<file path="src/rtl/urs_pkg.sv">
// ---------------------------------------------------------------------------
// urs_pkg: shared types and constants of the unique row sorter
// Row and result beat layouts, the cell entry, the comparator result and
// the row width mask.
// ---------------------------------------------------------------------------
package urs_pkg;

   localparam int ROW_W         = 32;
   localparam int CFG_W         = 6;
   localparam int MAX_ROW_WIDTH = 32;
   localparam int RESET_WIDTH   = 32;

   typedef struct packed {
      logic [ROW_W-1:0] row_bits;
      logic             last_row;
   } req_type;

   typedef struct packed {
      logic [ROW_W-1:0] row_value;
      logic             last_out;
      logic             empty_set;
      logic             overflow;
   } rsp_type;

   typedef struct packed {
      logic             repeated;
      logic [ROW_W-1:0] value;
   } cell_type;

   typedef struct packed {
      logic eq;
      logic lt;
   } cmp_type;

   // A width of zero counts as one bit; widths above the maximum are clamped.
   function automatic logic [ROW_W-1:0] row_mask(input logic [CFG_W-1:0] width);
      logic [CFG_W-1:0] wc;
      logic [ROW_W:0]   m;
      begin
         wc = width;
         if (wc == '0) begin
            wc = CFG_W'(1);
         end
         if (wc > CFG_W'(MAX_ROW_WIDTH)) begin
            wc = CFG_W'(MAX_ROW_WIDTH);
         end
         m = ({{ROW_W{1'b0}}, 1'b1} << wc) - {{ROW_W{1'b0}}, 1'b1};
         return m[ROW_W-1:0];
      end
   endfunction

endpackage

</file>
<file path="src/rtl/urs_cell_mem.sv">
// ---------------------------------------------------------------------------
// urs_cell_mem: cell store
// One write port and one read port with registered read data.
// ---------------------------------------------------------------------------
module urs_cell_mem #(
   parameter int DEPTH = 64,
   parameter int IDX_W = 6
) (
   input  logic                 clock,
   input  logic                 wr_en,
   input  logic [IDX_W-1:0]     wr_addr,
   input  urs_pkg::cell_type    wr_data,
   input  logic [IDX_W-1:0]     rd_addr,
   output urs_pkg::cell_type    rd_data
);
   import urs_pkg::*;

   cell_type mem [DEPTH];
   cell_type rd_data_ff;

   always_ff @(posedge clock) begin
      if (wr_en) begin
         mem[wr_addr] <= wr_data;
      end
      rd_data_ff <= mem[rd_addr];
   end

   assign rd_data = rd_data_ff;

endmodule

</file>
<file path="src/rtl/urs_cmp.sv">
// ---------------------------------------------------------------------------
// urs_cmp: shared row comparator
// Equality and unsigned less-than of a stored cell against an operand.
// ---------------------------------------------------------------------------
module urs_cmp (
   input  logic [urs_pkg::ROW_W-1:0] cell_val,
   input  logic [urs_pkg::ROW_W-1:0] ref_val,
   output urs_pkg::cmp_type          result
);
   import urs_pkg::*;

   always_comb begin
      result.eq = (cell_val == ref_val);
      result.lt = (cell_val < ref_val);
   end

endmodule

</file>
<file path="src/rtl/unique_row_sorter.sv">
// ---------------------------------------------------------------------------
// unique_row_sorter: sort a set of rows and drop every repeated value
// Rows are collected into a cell store; values seen more than once are
// dropped with all copies, and the rest leave in ascending order.
// ---------------------------------------------------------------------------
//
//   channel | direction | handshake            | beat
//   req     | in        | req_valid/req_stall  | req_type: row_bits, last_row
//   rsp     | out       | rsp_valid/rsp_stall  | rsp_type: row_value, flags
//   csr     | in        | csr_valid/csr_ready  | row_width, 6 bits
//
// Each accepted row is checked against the cells filled so far: one comparator
// walks the cell store one read per cycle, and the next beat waits for the walk.
// The walk stops early on a copy. After the last row, each result takes a pass
// over the store and a load of the result register, which waits while that
// register is stalled. Reset is synchronous; it empties the set and sets
// row_width to 32. The next set's first row is taken while the final result
// still waits in the output register.
module unique_row_sorter #(
   parameter int MAX_ROWS = 64
) (
   input  logic                          clock,
   input  logic                          reset,
   input  logic                          req_valid,
   output logic                          req_stall,
   input  urs_pkg::req_type              req_data,
   output logic                          rsp_valid,
   input  logic                          rsp_stall,
   output urs_pkg::rsp_type              rsp_data,
   input  logic                          csr_valid,
   output logic                          csr_ready,
   input  logic [urs_pkg::CFG_W-1:0]     csr_data
);
   import urs_pkg::*;

   localparam int IDX_W = $clog2(MAX_ROWS);
   localparam int CNT_W = $clog2(MAX_ROWS + 1);

   typedef enum logic [3:0] {
      S_IDLE = 4'b0001,
      S_FIND = 4'b0010,
      S_PICK = 4'b0100,
      S_EMIT = 4'b1000
   } state_type;

   state_type        state_ff, state_in;
   logic [CFG_W-1:0] width_ff, width_in;
   logic [CNT_W-1:0] count_ff, count_in;
   logic             ovf_ff, ovf_in;
   logic [ROW_W-1:0] row_ff, row_in;
   logic             last_ff, last_in;
   logic [CNT_W-1:0] scan_idx_ff, scan_idx_in;
   logic             chk_vld_ff, chk_vld_in;
   logic [IDX_W-1:0] chk_idx_ff, chk_idx_in;
   logic [ROW_W-1:0] best_ff, best_in;
   logic [IDX_W-1:0] best_idx_ff, best_idx_in;
   logic             best_vld_ff, best_vld_in;
   logic             multi_ff, multi_in;
   logic             rsp_valid_ff, rsp_valid_in;
   rsp_type          rsp_data_ff, rsp_data_in;

   logic             mem_we;
   logic [IDX_W-1:0] mem_waddr;
   cell_type         mem_wdata;
   cell_type         mem_rdata;
   logic             issue;
   logic             drained;
   logic             done;
   logic             load;
   logic [ROW_W-1:0] cmp_ref;
   cmp_type          cmp;

   urs_cell_mem #(
      .DEPTH (MAX_ROWS),
      .IDX_W (IDX_W)
   ) u_cells (
      .clock   (clock),
      .wr_en   (mem_we),
      .wr_addr (mem_waddr),
      .wr_data (mem_wdata),
      .rd_addr (scan_idx_ff[IDX_W-1:0]),
      .rd_data (mem_rdata)
   );

   urs_cmp u_cmp (
      .cell_val (mem_rdata.value),
      .ref_val  (cmp_ref),
      .result   (cmp)
   );

   assign req_stall = (state_ff != S_IDLE);
   assign csr_ready = 1'b1;
   assign rsp_valid = rsp_valid_ff;
   assign rsp_data  = rsp_data_ff;

   assign issue   = ((state_ff == S_FIND) || (state_ff == S_PICK)) && (scan_idx_ff < count_ff);
   assign drained = !issue && !chk_vld_ff;
   assign cmp_ref = (state_ff == S_FIND) ? row_ff : best_ff;

   always_comb begin
      state_in    = state_ff;
      width_in    = width_ff;
      count_in    = count_ff;
      ovf_in      = ovf_ff;
      row_in      = row_ff;
      last_in     = last_ff;
      scan_idx_in = scan_idx_ff;
      chk_vld_in  = 1'b0;
      chk_idx_in  = chk_idx_ff;
      best_in     = best_ff;
      best_idx_in = best_idx_ff;
      best_vld_in = best_vld_ff;
      multi_in    = multi_ff;
      rsp_data_in = rsp_data_ff;
      mem_we      = 1'b0;
      mem_waddr   = chk_idx_ff;
      mem_wdata   = '0;
      done        = 1'b0;
      load        = 1'b0;

      if (csr_valid) begin
         width_in = csr_data;
      end

      unique case (state_ff)
         S_IDLE: begin
            if (req_valid) begin
               row_in      = req_data.row_bits & row_mask(width_ff);
               last_in     = req_data.last_row;
               scan_idx_in = '0;
               state_in    = S_FIND;
            end
         end
         S_FIND: begin
            // Reads run one address ahead of the compare.
            scan_idx_in = scan_idx_ff + CNT_W'(issue);
            chk_vld_in  = issue;
            chk_idx_in  = scan_idx_ff[IDX_W-1:0];
            if (chk_vld_ff && cmp.eq) begin
               mem_we    = 1'b1;
               mem_waddr = chk_idx_ff;
               mem_wdata = '{repeated: 1'b1, value: row_ff};
               done      = 1'b1;
            end else if (drained) begin
               if (count_ff < CNT_W'(MAX_ROWS)) begin
                  mem_we    = 1'b1;
                  mem_waddr = count_ff[IDX_W-1:0];
                  mem_wdata = '{repeated: 1'b0, value: row_ff};
                  count_in  = count_ff + CNT_W'(1);
               end else begin
                  ovf_in = 1'b1;
               end
               done = 1'b1;
            end
            if (done) begin
               chk_vld_in = 1'b0;
               if (last_ff) begin
                  scan_idx_in = '0;
                  best_vld_in = 1'b0;
                  multi_in    = 1'b0;
                  state_in    = S_PICK;
               end else begin
                  state_in = S_IDLE;
               end
            end
         end
         S_PICK: begin
            scan_idx_in = scan_idx_ff + CNT_W'(issue);
            chk_vld_in  = issue;
            chk_idx_in  = scan_idx_ff[IDX_W-1:0];
            // Emitted cells are marked repeated, so each pass finds the
            // smallest value not yet sent and whether another one follows.
            if (chk_vld_ff && !mem_rdata.repeated) begin
               if (!best_vld_ff || cmp.lt) begin
                  best_in     = mem_rdata.value;
                  best_idx_in = chk_idx_ff;
               end
               best_vld_in = 1'b1;
               if (best_vld_ff) begin
                  multi_in = 1'b1;
               end
            end
            if (drained) begin
               state_in = S_EMIT;
            end
         end
         S_EMIT: begin
            if (!rsp_valid_ff || !rsp_stall) begin
               load                  = 1'b1;
               rsp_data_in.row_value = best_vld_ff ? best_ff : '0;
               rsp_data_in.last_out  = !multi_ff;
               rsp_data_in.empty_set = !best_vld_ff;
               rsp_data_in.overflow  = ovf_ff;
               if (best_vld_ff) begin
                  mem_we    = 1'b1;
                  mem_waddr = best_idx_ff;
                  mem_wdata = '{repeated: 1'b1, value: best_ff};
               end
               if (multi_ff) begin
                  scan_idx_in = '0;
                  best_vld_in = 1'b0;
                  multi_in    = 1'b0;
                  state_in    = S_PICK;
               end else begin
                  count_in = '0;
                  ovf_in   = 1'b0;
                  state_in = S_IDLE;
               end
            end
         end
         default: begin
            state_in = S_IDLE;
         end
      endcase

      rsp_valid_in = load || (rsp_valid_ff && rsp_stall);
   end

   always_ff @(posedge clock) begin
      if (reset) begin
         state_ff     <= S_IDLE;
         width_ff     <= CFG_W'(RESET_WIDTH);
         count_ff     <= '0;
         ovf_ff       <= 1'b0;
         chk_vld_ff   <= 1'b0;
         rsp_valid_ff <= 1'b0;
      end else begin
         state_ff     <= state_in;
         width_ff     <= width_in;
         count_ff     <= count_in;
         ovf_ff       <= ovf_in;
         chk_vld_ff   <= chk_vld_in;
         rsp_valid_ff <= rsp_valid_in;
      end
   end

   always_ff @(posedge clock) begin
      row_ff      <= row_in;
      last_ff     <= last_in;
      scan_idx_ff <= scan_idx_in;
      chk_idx_ff  <= chk_idx_in;
      best_ff     <= best_in;
      best_idx_ff <= best_idx_in;
      best_vld_ff <= best_vld_in;
      multi_ff    <= multi_in;
      rsp_data_ff <= rsp_data_in;
   end

`ifndef SYNTHESIS
   a_accept_starts_find: assert property (@(posedge clock) disable iff (reset)
      (req_valid && !req_stall) |=> (state_ff == S_FIND))
      else $error("accepted row did not start a cell search");

   a_count_bound: assert property (@(posedge clock) disable iff (reset)
      count_ff <= CNT_W'(MAX_ROWS))
      else $error("cell count above capacity");

   a_empty_is_final: assert property (@(posedge clock) disable iff (reset)
      (rsp_valid_ff && rsp_data_ff.empty_set) |->
         (rsp_data_ff.last_out && (rsp_data_ff.row_value == '0)))
      else $error("empty result not final or not zero");

   a_chk_only_scanning: assert property (@(posedge clock) disable iff (reset)
      chk_vld_ff |-> ((state_ff == S_FIND) || (state_ff == S_PICK)))
      else $error("pending cell read outside a scan");
`endif

endmodule

</file>
<file path="config.mk">
export PLATFORM = sky130hd
export DESIGN_NAME = unique_row_sorter
export DESIGN_NICKNAME = d
export VERILOG_FILES = /design/src/rtl/urs_pkg.sv /design/src/rtl/urs_cell_mem.sv /design/src/rtl/urs_cmp.sv /design/src/rtl/unique_row_sorter.sv
export SDC_FILE = /design/constraint.sdc
export NUM_CORES = 2
export LEC_CHECK = 0
export ABC_AREA = 1
export BUFFER_PORTS_ARGS = -buffer_cell sky130_fd_sc_hd__buf_2
export CAP_MARGIN = 20
export CORE_MARGIN = 3
export CORE_UTILIZATION = 60
export DETAILED_ROUTE_END_ITERATION = 10
export PLACE_DENSITY_LB_ADDON = 0.1
export SLEW_MARGIN = 10
export SYNTH_ARGS = -nofsm -noshare
export SYNTH_HDL_FRONTEND = slang
export SYNTH_SLANG_ARGS = --single-unit
</file>
<file path="constraint.sdc">
create_clock -name clock -period 7.1 [get_ports clock]
set_clock_uncertainty 0.2 [all_clocks]
set_input_delay 1.775 -clock clock [delete_from_list [all_inputs] [get_ports clock]]
set_output_delay 1.775 -clock clock [all_outputs]
set_load 0.02 [all_outputs]
</file>
After elaboration in Yosys (flattened, before gate mapping)

Memory sizes are Yosys's and may differ from the RTL's. A register that Yosys moved wholly into a read port is not among the register bits.
Index checks and enable logic that the tools add are counted.

Bits in registers: 141
RAM bits: 2112
Input port bits: 44
Output and inout bits: 38
Logic and storage cells: 146
Memories: 1

Memory list:

| memory      | words | bits a word | read ports | clocked after memory_dff | wr ports | RTL line           | text |
|---|---|---|---|---|---|---|---|
| u_cells.mem | 64    | 33          | 1          | 1                        | 1        | urs_cell_mem.sv:18 | `cell_type mem [DEPTH];` |

Add/sub/neg operators: 3
Magnitude comparators: 4
Eq/ne operators: 19
Shift-type cells: 1
Muxes and demuxes: 69
Bitwise logic cells: 1
Reduce and logical (&&, ||, !) cells: 30

Operators with widths:

| operator                | count |
|---|---|
| $mux W33                | 3 |
| $mux W32                | 3 |
| $mux W7                 | 10 |
| $mux W6                 | 11 |
| $pmux W33 S2            | 1 |
| $and A32 B32 Y32        | 1 |
| $eq A32 B32 Y1          | 1 |
| $lt A32 B32 Y1          | 1 |
| $shl A1 B6 Y32 const A  | 1 |
| $sub A32 B1 Y32 const B | 1 |
| $pmux W7 S4             | 1 |
| $mux W1                 | 26 |
| $reduce_and A6 Y1       | 4 |
| $ne A2 B2 Y1 const B    | 10 |
| $mux W4                 | 4 |
| $pmux W4 S4             | 1 |
| $pmux W7 S2             | 1 |
| $pmux W6 S2             | 1 |
| $reduce_and A4 Y1       | 2 |
| $add A7 B1 Y7           | 1 |
| $add A7 B1 Y7 const B   | 1 |
| $logic_not A1 Y1        | 7 |
| $lt A7 B7 Y1            | 1 |
| $lt A7 B7 Y1 const B    | 1 |
| 19 further kinds        | 33 |

Longest topological paths before layout

Depth in word-level cells: 11
Mapped depth: 22
Depth with buffers taken out: 19

Modules after synthesis

From an unflattened synthesis, not the netlist that was laid out.

Cell total of the unflattened synthesis: 7958
Area total of the unflattened synthesis: 93913.8 µm²

By module, submodules not included:

| module            | times used | cells an instance | area an instance (µm²) | seq. area each (µm²) |
|---|---|---|---|---|
| urs_cell_mem      | 1          | 6980              | 85714.7                | 64081.5 |
| unique_row_sorter | 1          | 838               | 7337.0                 | 4033.9 |
| urs_cmp           | 1          | 140               | 862.1                  | 0.0 |

Least setup slack after synthesis

Ideal clock, no wire load.

Path type: flip-flop to flip-flop
Start point: reg state_ff[2]
End point: mem u_cells.mem[0][0] (netlist name), data pin
Setup time: 0.701 ns
Data arrival time: 5.081 ns
Data required time: 6.199 ns
Slack: 1.118 ns
Cell stages (with the launch flop): 18
Path buffers: 2
Clock period less this slack: 5.982 ns
Cell sequence: dfxtp_1 > nor2_2 > nand3_4 > clkinv_1 > clkbuf_1 > clkbuf_1 > nand2_1 > o21ai_0 > inv_1 > ha_1 > nand2_1 > nor2_1 > nand4_1 > nor2_1 > nand3_1 > nand2_1 > inv_1 > o21ai_0

RTL lines:

| item                   | RTL line                 | text |
|---|---|---|
| from (decl)            | unique_row_sorter.sv:46  | `state_type state_ff, state_in;` |
| from (signal assigned) | unique_row_sorter.sv:228 | `state_ff <= state_in;` |
| to (decl)              | urs_cell_mem.sv:18       |  |

Worst setup path after layout

Start point: reg state_ff[2]
End point: mem u_cells.mem[14][31] (netlist name), enable pin

Word-level cells in the longest chain between the ends: 10
Elaborated cells between the ends (all ways): 18
Classes of those cells: eq/ne (4); mux (9); reduce/logical (5)

RTL lines:

| item |
|---|
| parallel branches: the longest is 10 deep, another holds $mux W32 |

Parallel ways; which one is timed is not known.

==> metrics.yaml <==
outcome:
  status: "finished, final reports clean"
floorplan:
  coreArea_mm2: 0.151
  pin_count: 82
  dieWidth_um: 397
  std_cell_rows: 142
  dieArea_mm2: 0.157
  start_util_pct: 60.8
  fp.dieH_um: 397
run:
  max_cap_viol_count: 0
setup_path:
  cp.arrival_ns: 6.24
  critPathMaxFanout: 64
  rr_worst_depth: 18
  crit_required_ns: 7.43
  crit_type: "flip-flop to flip-flop"
  rr_endpoint: "u_cells.mem[14][31]"
  reg2reg_from: "state_ff[2]"
  end_kind: "flip-flop"
  reg2reg_slack_ns: 1.19
  worstSetupStartpointType: "flip-flop"
layout:
  final_area_mm2: 0.102
  drive_gt1_share_pct: 9.82
  final_nets: 7328
  fill_cells: 10800
  area_growth_pct: 11.3
timing:
  hold_viol: 0
  finalSetupViolCount: 0
  max_freq_mhz: 169
  timing.final.max_slew_violations: 0
  max_slew.worst_pin.slew_ns: 1.16
  relSlewSlack_pct: 22.7
  period_needed_ns: 5.91
  finalSetupTns_ns: 0
  whs_ns: 0.233
  rsz0062_at_grt: "no"
  fin_crit_sh_pct: 83.3
logic_synthesis:
  async_flop_share_pct: 0
  yosys_warnings: 0
  ys_seq_area_share_pct: 74.3
  synthDistinctLibCells: 53
  yosys-top-cells-area: "edfxtp_1, o21ai_0, nor2_1, o22ai_1, nand2_1"
  syn_inst: 7258
  ys_ff_latch: 2286
  synth_ff_type: "edfxtp_1"
  synth.avg_cell_area_um2: 12.6
  synth_area_mm2: 0.0917
  synth_top_area_cell: "edfxtp_1"
  yosysMostFrequentCell: "edfxtp_1"
  synth_common_cells: "edfxtp_1, nor2_1, o21ai_0"
  synth_top_area_share_pct: 73.2
  synth_edf_count: 2233
clock_tree:
  root_buffer: "clkbuf_16"
  clkLatencyLatePin_ns: 0.84
  clk_path_buf_depth: 3
  cts_hold_buffers: 0
  numCtsBuffers: 220
  htreeDepth: 4
  cts_resized: 0
  clkTransAtPathRegs_ns: 0.06
  clock-sinks: 2286
  cts_tree: "yes"
  post_cts_buffers: 0
min_path:
  min_path_cells: 0
  worstHoldStart: "ovf_ff"
  worstHoldPathType: "flip-flop to flip-flop"
  worstHoldEndpoint: "rsp_data[0]"
global_route:
  grt_pass1_wl_um: 390000
  met2_usage_pct: 50.2
  antenna_found_initial: 3
  grt_use_met1_pct: 49.1
  grtUsageMet3_pct: 7.44
  grt_max_degree: 198
  grt_use_total_pct: 33.8
  gr-total-overflow: 0
  grt_pass1_vias: 57000
  top_usage_layer: "met2"
routing:
  routed_wl_um: 269000
  ant_nets: 0
  num_vias: 61500
  wl_per_cell_um: 28.5
  firstDrtPassIters: 6
  viasPerCell: 6.51
  drc_errors: 0
  drt-initial-drc-count: 9156
placement:
  port-buffer-count: 80
  routabilityCongestion: 0.927
  dp_hpwl_um: 154000
  placed_area_mm2: 0.0950
power_and_ir_drop:
  leakage_nw: 30.3
  max-vdd-ir-drop_mv: 0.261
  p_per_area_mw_per_mm2: 291
-- cell usage in the layout (no fill, tap or decap), drive strengths merged, types with 104 or more instances in the layout --
cell type / netlist / final
buf: 143 / 252
clkbuf: 348 / 280
clkinv: 5 / 104
edfxtp: 2233 / 2233
inv: 190 / 199
nand2: 444 / 444
nand3: 135 / 135
nor2: 1471 / 1471
o21ai: 1401 / 1401
o22ai: 659 / 659
-- critical path, cell delays in order (launching register included) --
cell,delay (ns)
dfxtp_1,0.37
nor2_2,0.14
nand3_4,0.18
inv_2,0.75
nand2_1,0.27
o21ai_0,0.16
inv_1,0.08
ha_1,0.28
nand2_1,0.07
nor2_1,0.19
nand4_1,0.12
nor2_1,0.16
nand3_1,0.24
nand2_1,0.20
nand2_1,0.12
nand2_4,0.30
nand3_2,0.54
nor2_4,0.83
buf_4,0.35
-- power by group --
group          total (mW)  switching, mW  internal [mW]  leakage (nW)
Clock                11.3           4.97           6.29          3.36
Sequential           14.9          0.141           14.8          17.3
Combinational        3.46           2.67          0.787          9.67
-- state kept, by name, summed over array words and instances (netlist names) --
signal	cells
best_ff	32
best_idx_ff	6
best_vld_ff	1
chk_idx_ff	6
chk_vld_ff	1
count_ff	7
last_ff	1
multi_ff	1
ovf_ff	1
row_ff	32
rsp_data	35
rsp_valid	1
scan_idx_ff	7
state_ff	4
u_cells.mem	2112
u_cells.rd_data	33
width_ff	6
-- per-layer routing --
| layer | vias to the layer above | share of wire (%) | wire length (um) |
|---|---|---|---|
| met1 | 30300 | 39 | 104000 |
| met4 | 0 | 4.3 | 11500 |
| li1 | 26700 | - | - |
| met2 | 3890 | 45 | 121000 |
| met3 | 519 | 12 | 32200 |
| met5 | - | 0 | 0 |
-- cells by family (layout without fill, tap and decap cells) --
group / count (synthesis) / after routing / share of synthesized area (%)
other cells: 1 / 3 / 0.00409
fa+ha+maj: 42 / 42 / 0.573
compound gates: 2135 / 2135 / 12.7
buf+inv: 686 / 851 / 3.07
xor+xnor: 8 / 8 / 0.0764
simple gates: 2100 / 2100 / 9.29
flops: 2286 / 2286 / 74.3
-- metrics by stage --
step	cells	setup WS [ns]	utilization, %	total power, mW
final	9441	1.19	67.6	29.7
after global routing	9440	0.756	67.6	30.5
after CTS	9433	1.24	67.5	29.6
after detailed placement	9029	1.26	63.0	18.6
after global placement	9023	1.40	62.9	18.5
after floorplan	7259	1.12	-	17.1
-- area by class of cell --
type / instances / area (um^2) / area share, %
inverter: 195 / 766 / 0.751
antenna: 1 / 2.50 / 0.00245
multi-input combinational: 4287 / 21700 / 21.2
tap: 2016 / 2520 / 2.47
sequential: 2286 / 68100 / 66.8
timing repair buffer: 252 / 2050 / 2.01
clock buffer: 280 / 5820 / 5.71
clock inverter: 124 / 1030 / 1.01
-- worst max path at each step --
stage                     depth (start not counted)   startpoint                  end  slack (ns)
final                                            18  state_ff[2]  u_cells.mem[14][31]        1.19
after global routing                             18  state_ff[2]   u_cells.mem[14][0]        0.76
after CTS                                        18  state_ff[2]  u_cells.mem[14][22]        1.24
after detailed placement                         18  state_ff[2]  u_cells.mem[14][22]        1.26
after global placement                           18  state_ff[2]  u_cells.mem[14][24]        1.40
after floorplan                                  17  state_ff[2]    u_cells.mem[0][0]        1.12
(Power assumes the default switching activity.)
